`config.mk`:
```
export PLATFORM = sky130hd
export DESIGN_NAME = lipo_cell_voltage_monitor_top_flat
export DESIGN_NICKNAME = d
export VERILOG_FILES = /design/src/lcvm_pkg.sv /design/src/lcvm_in_if.sv /design/src/lcvm_out_if.sv /design/src/lipo_cell_voltage_monitor_top.sv /design/src/flat_wrapper.sv
export SDC_FILE = /design/constraint.sdc
export NUM_CORES = 2
export LEC_CHECK = 0
export ABC_AREA = 1
export BUFFER_PORTS_ARGS = -buffer_cell sky130_fd_sc_hd__buf_2
export CAP_MARGIN = 30
export CORE_MARGIN = 5
export CORE_UTILIZATION = 55
export CTS_BUF_LIST = sky130_fd_sc_hd__clkbuf_4
export DETAILED_ROUTE_END_ITERATION = 12
export PLACE_DENSITY = 0.74
export REMOVE_ABC_BUFFERS = 1
export SYNTH_ARGS = -nofsm -noshare
export SYNTH_HDL_FRONTEND = slang
export SYNTH_SLANG_ARGS = --single-unit
```
`constraint.sdc`:
```
create_clock -name clk -period 6.3 [get_ports clk]
set_input_delay 0 -clock clk [delete_from_list [all_inputs] [get_ports clk]]
set_output_delay 0 -clock clk [all_outputs]
set_load 0.02 [all_outputs]
```
`src/lcvm_pkg.sv`:
```
// Package of the series cell voltage monitor: widths, reset values, register
// indexes and the sequencer state type.
// No dependencies; used by the channel interfaces and the top level.
`default_nettype none

package lcvm_pkg;

  localparam int CELL_TAPS = 8;
  localparam int ADDR_W    = $clog2(CELL_TAPS);
  localparam int TAP_W     = 3;
  localparam int SAMPLE_W  = 13;
  localparam int COEFF_W   = 16;
  localparam int GAIN_W    = 16;
  localparam int GAINS_W   = 64;
  localparam int CNT_W     = 4;
  localparam int LEVEL_W   = 29;
  localparam int MV_W      = 21;
  localparam int CELL_MV_W = 22;
  localparam int CFG_IDX_W = 3;

  // Effective tap limit never exceeds eight taps.
  localparam int MAX_TAPS = (CELL_TAPS < 8) ? CELL_TAPS : 8;

  localparam logic [LEVEL_W-1:0] LEVEL_RESET     = 29'd58982400;
  localparam logic [LEVEL_W-1:0] LEVEL_MAX       = '1;
  localparam logic [MV_W-1:0]    MV_MAX          = '1;
  localparam logic [COEFF_W-1:0] COEFF_RESET     = 16'd64881;
  localparam logic [SAMPLE_W-1:0] THRESH_RESET   = 13'd100;
  localparam logic [CNT_W-1:0]   MAX_CELLS_RESET = 4'd8;

  typedef enum logic [CFG_IDX_W-1:0] {
    CFG_FILTER_COEFF = 3'd0,
    CFG_THRESHOLD    = 3'd1,
    CFG_MAX_CELLS    = 3'd2,
    CFG_GAINS_LOW    = 3'd3,
    CFG_GAINS_HIGH   = 3'd4
  } cfg_index_t;

  typedef enum logic [2:0] {
    ST_IDLE,
    ST_MULB,
    ST_LEVEL,
    ST_SCALE,
    ST_FINISH,
    ST_OUT
  } state_t;

endpackage

`default_nettype wire

```
`src/lcvm_in_if.sv`:
```
// Input channel of the cell voltage monitor: one tap sample per beat.
// Depends on lcvm_pkg for the field widths.
`default_nettype none

interface lcvm_in_if;
  import lcvm_pkg::*;

  logic                valid;
  logic                ready;
  logic [TAP_W-1:0]    channel;
  logic [SAMPLE_W-1:0] sample;

  modport source (output valid, output channel, output sample, input ready);
  modport sink   (input valid, input channel, input sample, output ready);
endinterface

`default_nettype wire

```
`src/lcvm_out_if.sv`:
```
// Result channel of the cell voltage monitor: one result per beat.
// Depends on lcvm_pkg for the field widths.
`default_nettype none

interface lcvm_out_if;
  import lcvm_pkg::*;

  logic                        valid;
  logic                        ready;
  logic [TAP_W-1:0]            tap;
  logic signed [CELL_MV_W-1:0] cell_mv;
  logic [MV_W-1:0]             pack_mv;
  logic [CNT_W-1:0]            cells_present;
  logic                        below_threshold;
  logic                        scan_end;
  logic                        ignored;

  modport source (output valid, output tap, output cell_mv, output pack_mv,
                  output cells_present, output below_threshold, output scan_end,
                  output ignored, input ready);
  modport sink   (input valid, input tap, input cell_mv, input pack_mv,
                  input cells_present, input below_threshold, input scan_end,
                  input ignored, output ready);
endinterface

`default_nettype wire

```
`src/lipo_cell_voltage_monitor_top.sv`:
```
// Series cell voltage monitor: per-tap smoothing memory, scaling and scan control.
// Depends on lcvm_pkg, lcvm_in_if and lcvm_out_if.
//
// Usage: samples arrive on in_bus one tap per beat, channel 0 first. Each beat
// yields exactly one result beat on out_bus carrying the tap's cell voltage,
// the pack total so far, the cell count and the scan flags.
// A sample that is not skipped and passes the presence test takes these steps
// from acceptance to the result register: the memory read with the sample
// product, the old-level product, the level update with write-back, the gain
// product and the final difference. The smoothing memory has a single shared
// read-modify-write. A skipped sample or a missing cell goes straight to the
// output step. One sample is in work at a time; the next is taken at the
// earliest in the cycle after the output register loads.
// The result sits in an output register, so a new sample is accepted while a
// result waits; a stalled receiver only holds the sequencer at the final
// step once a second result is ready.
// Reset (rst_n low, synchronous) restores the register defaults and marks all
// smoothing entries as holding the start level of 900 counts; no clearing pass.
// Configuration is written through cfg_we, cfg_index and cfg_wdata while idle; user's duty, not enforced.
`default_nettype none

module lipo_cell_voltage_monitor_top (
  input  wire                           clk,
  input  wire                           rst_n,
  lcvm_in_if.sink                       in_bus,
  lcvm_out_if.source                    out_bus,
  input  wire                           cfg_we,
  input  wire [lcvm_pkg::CFG_IDX_W-1:0] cfg_index,
  input  wire [lcvm_pkg::GAINS_W-1:0]   cfg_wdata
);
  import lcvm_pkg::*;

  // Configuration registers.
  logic [COEFF_W-1:0]  coeff_r;
  logic [SAMPLE_W-1:0] thresh_r;
  logic [CNT_W-1:0]    max_cells_r;
  logic [GAINS_W-1:0]  gain_lo_r;
  logic [GAINS_W-1:0]  gain_hi_r;

  // Scan state.
  state_t                state_r, state_nxt;
  logic                  scan_stopped_r;
  logic [MV_W-1:0]       prev_mv_r;
  logic [MV_W-1:0]       pack_r;
  logic [CNT_W-1:0]      present_r;
  logic [CELL_TAPS-1:0]  lvl_valid_r;
  logic [LEVEL_W-1:0]    lvl_mem [CELL_TAPS];

  // Datapath registers.
  logic [TAP_W-1:0]            ch_r;
  logic [29:0]                 p_a_r;
  logic [44:0]                 p_b_r;
  logic [LEVEL_W-1:0]          rd_data_r;
  logic                        rd_valid_r;
  logic [LEVEL_W-1:0]          nl_r;
  logic [29:0]                 prod_r;
  logic signed [CELL_MV_W-1:0] res_cell_r;
  logic                        res_below_r;
  logic                        res_end_r;
  logic                        res_ign_r;

  // Output register.
  logic                        out_valid_r;
  logic [TAP_W-1:0]            out_tap_r;
  logic signed [CELL_MV_W-1:0] out_cell_r;
  logic [MV_W-1:0]             out_pack_r;
  logic [CNT_W-1:0]            out_present_r;
  logic                        out_below_r;
  logic                        out_end_r;
  logic                        out_ign_r;

  logic                 accept;
  logic                 first_tap;
  logic                 stopped_eff;
  logic [MV_W-1:0]      prev_eff;
  logic [CNT_W-1:0]     lim;
  logic                 skip;
  logic                 missing;
  logic                 out_load;
  logic [LEVEL_W-1:0]   old_level;
  logic [46:0]          acc;
  logic [30:0]          nl_full;
  logic [LEVEL_W-1:0]   nl_sat;
  logic [29:0]          level_rnd;
  logic [13:0]          level;
  logic [2*GAINS_W-1:0] gains_all;
  logic [GAIN_W-1:0]    gain;
  logic [30:0]          mv_rnd;
  logic [22:0]          mv_full;
  logic [MV_W-1:0]      mv;
  logic signed [CELL_MV_W-1:0] cell_diff;
  logic                 last_tap;

  always_comb begin
    lim = (max_cells_r > CNT_W'(MAX_TAPS)) ? CNT_W'(MAX_TAPS) : max_cells_r;
    first_tap   = (in_bus.channel == '0);
    stopped_eff = first_tap ? 1'b0 : scan_stopped_r;
    prev_eff    = first_tap ? '0 : prev_mv_r;
    skip        = stopped_eff || ({1'b0, in_bus.channel} >= lim);
    missing     = (in_bus.sample < thresh_r);
    accept      = in_bus.valid && in_bus.ready;
    out_load    = (state_r == ST_OUT) && (!out_valid_r || out_bus.ready);

    old_level = rd_valid_r ? rd_data_r : LEVEL_RESET;

    // Filter update: old products combined, rounded half up, saturated.
    acc     = 47'({p_a_r, 16'b0}) + 47'(p_b_r) + 47'd32768;
    nl_full = acc[46:16];
    nl_sat  = (|nl_full[30:29]) ? LEVEL_MAX : nl_full[LEVEL_W-1:0];

    level_rnd = 30'(nl_r) + 30'd32768;
    level     = level_rnd[29:16];
    gains_all = {gain_hi_r, gain_lo_r};
    gain      = gains_all[{ch_r, 4'b0} +: GAIN_W];

    mv_rnd    = 31'(prod_r) + 31'd128;
    mv_full   = mv_rnd[30:8];
    mv        = (|mv_full[22:21]) ? MV_MAX : mv_full[MV_W-1:0];
    // Both operands are non-negative and below 2^21, so no saturation is needed.
    cell_diff = $signed({1'b0, mv}) - $signed({1'b0, prev_mv_r});
    last_tap  = ((CNT_W'(ch_r) + CNT_W'(1)) == lim);
  end

  assign in_bus.ready = (state_r == ST_IDLE);

  always_ff @(posedge clk) begin
    if (!rst_n) begin
      state_r <= ST_IDLE;
    end else begin
      state_r <= state_nxt;
    end
  end

  always_comb begin
    state_nxt = state_r;
    unique case (state_r)
      ST_IDLE: begin
        if (accept) begin
          state_nxt = (skip || missing) ? ST_OUT : ST_MULB;
        end
      end
      ST_MULB:   state_nxt = ST_LEVEL;
      ST_LEVEL:  state_nxt = ST_SCALE;
      ST_SCALE:  state_nxt = ST_FINISH;
      ST_FINISH: state_nxt = ST_OUT;
      ST_OUT: begin
        if (out_load) begin
          state_nxt = ST_IDLE;
        end
      end
      default:   state_nxt = ST_IDLE;
    endcase
  end

  // Configuration and scan state.
  always_ff @(posedge clk) begin
    if (!rst_n) begin
      coeff_r        <= COEFF_RESET;
      thresh_r       <= THRESH_RESET;
      max_cells_r    <= MAX_CELLS_RESET;
      gain_lo_r      <= '0;
      gain_hi_r      <= '0;
      scan_stopped_r <= 1'b0;
      prev_mv_r      <= '0;
      pack_r         <= '0;
      present_r      <= (MAX_CELLS_RESET > CNT_W'(MAX_TAPS)) ? CNT_W'(MAX_TAPS)
                                                             : MAX_CELLS_RESET;
      lvl_valid_r    <= '0;
      out_valid_r    <= 1'b0;
    end else begin
      if (cfg_we) begin
        case (cfg_index)
          CFG_FILTER_COEFF: coeff_r     <= cfg_wdata[COEFF_W-1:0];
          CFG_THRESHOLD:    thresh_r    <= cfg_wdata[SAMPLE_W-1:0];
          CFG_MAX_CELLS:    max_cells_r <= cfg_wdata[CNT_W-1:0];
          CFG_GAINS_LOW:    gain_lo_r   <= cfg_wdata;
          CFG_GAINS_HIGH:   gain_hi_r   <= cfg_wdata;
          default: ;
        endcase
      end

      if (accept) begin
        if (first_tap) begin
          prev_mv_r <= '0;
        end
        if (!skip && missing) begin
          present_r      <= CNT_W'(in_bus.channel);
          pack_r         <= prev_eff;
          scan_stopped_r <= 1'b1;
        end else if (first_tap) begin
          scan_stopped_r <= 1'b0;
        end
      end

      if (state_r == ST_LEVEL) begin
        lvl_valid_r[ch_r[ADDR_W-1:0]] <= 1'b1;
      end

      if (state_r == ST_FINISH) begin
        prev_mv_r <= mv;
        pack_r    <= mv;
        present_r <= lim;
        if (last_tap) begin
          scan_stopped_r <= 1'b1;
        end
      end

      if (out_load) begin
        out_valid_r <= 1'b1;
      end else if (out_bus.ready) begin
        out_valid_r <= 1'b0;
      end
    end
  end

  // Smoothing memory: read at acceptance, written back after the update.
  always_ff @(posedge clk) begin
    if (accept) begin
      rd_data_r <= lvl_mem[in_bus.channel[ADDR_W-1:0]];
    end
    if (state_r == ST_LEVEL) begin
      lvl_mem[ch_r[ADDR_W-1:0]] <= nl_sat;
    end
  end

  // Datapath and result registers.
  always_ff @(posedge clk) begin
    if (accept) begin
      ch_r        <= in_bus.channel;
      rd_valid_r  <= lvl_valid_r[in_bus.channel[ADDR_W-1:0]];
      p_a_r       <= 30'(in_bus.sample) * 30'(17'h10000 - {1'b0, coeff_r});
      res_cell_r  <= '0;
      res_below_r <= !skip && missing;
      res_end_r   <= !skip && missing;
      res_ign_r   <= skip;
    end
    if (state_r == ST_MULB) begin
      p_b_r <= 45'(old_level) * 45'(coeff_r);
    end
    if (state_r == ST_LEVEL) begin
      nl_r <= nl_sat;
    end
    if (state_r == ST_SCALE) begin
      prod_r <= 30'(level) * 30'(gain);
    end
    if (state_r == ST_FINISH) begin
      res_cell_r <= cell_diff;
      res_end_r  <= last_tap;
    end
    if (out_load) begin
      out_tap_r     <= ch_r;
      out_cell_r    <= res_cell_r;
      out_pack_r    <= pack_r;
      out_present_r <= present_r;
      out_below_r   <= res_below_r;
      out_end_r     <= res_end_r;
      out_ign_r     <= res_ign_r;
    end
  end

  assign out_bus.valid           = out_valid_r;
  assign out_bus.tap             = out_tap_r;
  assign out_bus.cell_mv         = out_cell_r;
  assign out_bus.pack_mv         = out_pack_r;
  assign out_bus.cells_present   = out_present_r;
  assign out_bus.below_threshold = out_below_r;
  assign out_bus.scan_end        = out_end_r;
  assign out_bus.ignored         = out_ign_r;

endmodule

`default_nettype wire

```
`src/flat_wrapper.sv`:
```
// flat-port wrapper written by rule: the top's interface ports become plain ports
module lipo_cell_voltage_monitor_top_flat import lcvm_pkg::*;
  (clk, rst_n, cfg_we, cfg_index, cfg_wdata, in_bus_valid, in_bus_channel, in_bus_sample, in_bus_ready, out_bus_valid, out_bus_tap, out_bus_cell_mv, out_bus_pack_mv, out_bus_cells_present, out_bus_below_threshold, out_bus_scan_end, out_bus_ignored, out_bus_ready);
  lcvm_in_if in_bus_i ();
  lcvm_out_if out_bus_i ();
  input  wire clk;
  input  wire rst_n;
  input  wire cfg_we;
  input  wire [lcvm_pkg::CFG_IDX_W-1:0] cfg_index;
  input  wire [lcvm_pkg::GAINS_W-1:0] cfg_wdata;
  input wire logic [$bits(in_bus_i.valid)-1:0] in_bus_valid;
  input wire logic [$bits(in_bus_i.channel)-1:0] in_bus_channel;
  input wire logic [$bits(in_bus_i.sample)-1:0] in_bus_sample;
  output wire logic [$bits(in_bus_i.ready)-1:0] in_bus_ready;
  output wire logic [$bits(out_bus_i.valid)-1:0] out_bus_valid;
  output wire logic [$bits(out_bus_i.tap)-1:0] out_bus_tap;
  output wire logic [$bits(out_bus_i.cell_mv)-1:0] out_bus_cell_mv;
  output wire logic [$bits(out_bus_i.pack_mv)-1:0] out_bus_pack_mv;
  output wire logic [$bits(out_bus_i.cells_present)-1:0] out_bus_cells_present;
  output wire logic [$bits(out_bus_i.below_threshold)-1:0] out_bus_below_threshold;
  output wire logic [$bits(out_bus_i.scan_end)-1:0] out_bus_scan_end;
  output wire logic [$bits(out_bus_i.ignored)-1:0] out_bus_ignored;
  input wire logic [$bits(out_bus_i.ready)-1:0] out_bus_ready;
  assign in_bus_i.valid = in_bus_valid;
  assign in_bus_i.channel = in_bus_channel;
  assign in_bus_i.sample = in_bus_sample;
  assign in_bus_ready = in_bus_i.ready;
  assign out_bus_valid = out_bus_i.valid;
  assign out_bus_tap = out_bus_i.tap;
  assign out_bus_cell_mv = out_bus_i.cell_mv;
  assign out_bus_pack_mv = out_bus_i.pack_mv;
  assign out_bus_cells_present = out_bus_i.cells_present;
  assign out_bus_below_threshold = out_bus_i.below_threshold;
  assign out_bus_scan_end = out_bus_i.scan_end;
  assign out_bus_ignored = out_bus_i.ignored;
  assign out_bus_i.ready = out_bus_ready;
  lipo_cell_voltage_monitor_top u_core (.clk(clk), .rst_n(rst_n), .in_bus(in_bus_i), .out_bus(out_bus_i), .cfg_we(cfg_we), .cfg_index(cfg_index), .cfg_wdata(cfg_wdata));
endmodule
```
==> results by group <==
Logic synthesis
  – Async S/R FF share, synth: 0
  – Top-count cell post-synth: inv_1
  – YS warnings: 0
  – Synth top area cells: fa_1 25%, edfxtp_1 23%, inv_1 7.9%, dfxtp_1 7.6%, ha_1 7.6%
  – Synth cell count leaders: 1,216 x inv_1, 1,140 x nand2_1, 901 x nor2_1
  – Yosys top cell by area: fa_1
  – Yosys top cell area share: 0.245
  – Mapped Cells: ~6,600
  – Ys flop type: edfxtp_1
  – Mean Syn Cell Area: slightly below 9 um2
  – Synthesized cell area: between 0.05 and 0.06 mm2
  – Distinct cells, synth: 59
  – Register area share after synthesis: 0.306
  – EDFF count, synth: 440
  – Seq cells post-synth: 660

Timing
  – Fmax: roughly 160 MHz
  – Unrepaired setup endpoints after global routing: true
  – Setup WS post-layout: -19.5 ps
  – Relative slew slack: 0.353
  – Final setup fails: 3
  – Tcrit/Tclk final: 1.00
  – Fin crit period: around 6300 ps
  – Worst-margin pin slew: a little under 1000 ps
  – Clock skew: 118 ps
  – Max Slew Vio Count: 0
  – Fin Hold WS: 162 ps
  – Final hold violations: 0

Run
  – Max-cap viol count: 0

Critical path
  – Crit-path max cell delay: roughly 530 ps
  – Worst path required time: 7160 ps
  – Worst setup SP type: register
  – CP arrival: roughly 7200 ps
  – Cell family with most CP delay: adder cells
  – Critical path peak fanout: 7
  – Class of the most critical setup path: reg2reg
  – Crit path buf inv count: 12
  – Slowest-stage cell, CP: fa_1
  – Endpoint kind of the worst setup timing path: register
  – Cell mode on critical path: inv_2

Clock network
  – H-tree depth: 4
  – CTS tree: built
  – Worst-Skew Late Latency: approximately 1100 ps
  – Sink Count: between 600 and 700
  – Clock slew at reported path FFs: about 70 ps
  – Root Buffer: clkbuf_4
  – Clk buf depth: 3
  – TritonCTS Buffers: 171

Placed design
  – Dpl ws: -439 ps
  – HPWL Detailed: approximately 140,000 um
  – Port bufs: about 140
  – Final GP Congestion: 1.00

Floorplanning
  – Row count: around 120
  – Die H: 334 um
  – Initial Util: 0.555
  – Die area: about 0.11 mm2
  – Die width: 334 um
  – I/O Pins: approximately 140
  – Total core area: between 0.1 and 0.15 mm2

Detailed routing
  – Final wirelength: between 150,000 and 200,000 um
  – Final ANT Viol Nets: 0
  – Vias: between 50,000 and 60,000
  – First-pass iteration count of the detailed router: 8
  – Via-to-Cell Ratio: 5.58
  – Iteration-0 DRC Markers: 5,018
  – Drt drc: 0
  – WL/cell: between 20 and 25 um

Finish
  – Util after Layout: 0.683
  – Layout area overhead: 23.0%
  – Filler cells: 7,899
  – Share of cells above drive strength 1: 0.201
  – Layout Nets: 8,719

GRT
  – Largest net degree at the start of global routing: ~120
  – Number of global-route vias before repair: around 51,000
  – Global-route wire length before repair: slightly below 300,000 um
  – Aggregate global routing overflow: 0
  – Initial antenna violation count: 12
  – All-layer global routing usage: 0.334

Run status
  – Status: finished with violations
  – Failing checks: negative setup slack

Min path
  – HP Class: in2reg
-- sequential cells by signal, indices dropped and copies added, names as in the netlist, 3 cells and up --
| signal | count |
|---|---|
| u_core.prod_r | 23 |
| u_core.out_bus.tap | 3 |
| u_core.thresh_r | 13 |
| u_core.out_bus.cells_present | 4 |
| u_core.lvl_valid_r | 8 |
| u_core.out_bus.cell_mv | 22 |
| u_core.gain_lo_r | 64 |
| u_core.res_cell_r | 22 |
| u_core.prev_mv_r | 21 |
| u_core.gain_hi_r | 64 |
| u_core.pack_r | 21 |
| u_core.coeff_r | 16 |
| u_core.max_cells_r | 4 |
| u_core.out_bus.pack_mv | 21 |
| u_core.p_a_r | 30 |
| u_core.rd_data_r | 29 |
| u_core.lvl_mem | 232 |
| u_core.ch_r | 3 |
| u_core.nl_r | 14 |
| u_core.state_r | 3 |
| u_core.p_b_r | 30 |
| u_core.present_r | 4 |
-- metrics by stage --
| stage | cell area [um2] | setup TNS [ps] | cells |
|---|---|---|---|
| 4_1_cts | 68800 | -93.5 | 9022 |
| 3_5_place_dp | 63900 | -6890 | 8501 |
| 6_report | 70900 | -31.7 | 9088 |
| 5_1_grt | 70900 | -4190 | 9087 |
| 3_3_place_gp | 63800 | -5000 | 8498 |
| 2_1_floorplan | 56700 | -13810 | 6414 |
-- repair_timing --
action,4_1_cts,5_1_grt
pin swaps,27,138
buffers inserted,22,60
setup endpoints to repair,48,62
gates resized for setup,138,431
cloned,1,3
hold buffers,199,0
endpoints found under the hold margin,325,0
-- area by class of cell --
| class | instances | area [um2] | share of cell area |
|---|---|---|---|
| Antenna cell | 6 | 15.0 | 0.000212 |
| Multi-Input combinational cell | 4488 | 36300 | 0.511 |
| Inverter | 1266 | 4820 | 0.0680 |
| Tap cell | 1380 | 1730 | 0.0243 |
| Timing Repair Buffer | 988 | 8260 | 0.116 |
| Clock inverter | 53 | 344 | 0.00485 |
| Sequential cell | 660 | 17600 | 0.249 |
| Clock buffer | 247 | 1850 | 0.0261 |
-- worst min-delay path, stage by stage --
cell and delay [ps]:
dlygate4sd3_1 520, buf_2 170, nand2_1 70, inv_1 50, ha_1 240
-- routing by layer --
layer	routed length [um]	up-vias	part of all wire	GRT usage
met3	20800	626	0.11	0.0901
met4	10100	4	0.053	0.150
met1	74900	24480	0.39	0.447
li1	-	22834	-	-
met2	85300	2777	0.45	0.514
met5	21	-	0.00011	0
-- cell usage in the layout, fill, tap and decap left out, types with 47 or more instances in the layout --
cell	instances
nand3_1	88
a21oi_1	293
nand2_1	1076
clkbuf_4	247
inv_1	1152
nand2_2	60
edfxtp_1	440
inv_2	72
nor2_1	842
ha_1	304
a21oi_2	54
dfxtp_1	217
xor2_1	78
buf_2	140
fa_1	683
dlygate4sd3_1	198
buf_6	47
o21ai_0	418
buf_4	563
-- cells by family after synthesis --
kind of cell | synth area share
AO/OA/AOI/OAI | 0.0986
XOR/XNOR | 0.0197
adder cells (fa/ha/maj) | 0.321
buffers and inverters | 0.0992
flip-flops | 0.306
AND/OR/NAND/NOR | 0.156
-- path summary, 6_finish.rpt --
check                                          start  cells past startpoint                   endpoint  slack (ps)
worst max-delay path                  u_core.ch_r[2]                     31          u_core.prod_r[29]         -20
worst min-delay path                in_bus_sample[0]                      5            u_core.p_a_r[1]         160
worst max register to register        u_core.ch_r[2]                     31          u_core.prod_r[29]         -20
worst min register to register  u_core.res_cell_r[7]                      0  u_core.out_bus.cell_mv[7]         410
Power is left out: the tool's default activity adds up to more than one toggle a clock period on the data nets, which glitch-free logic cannot reach.
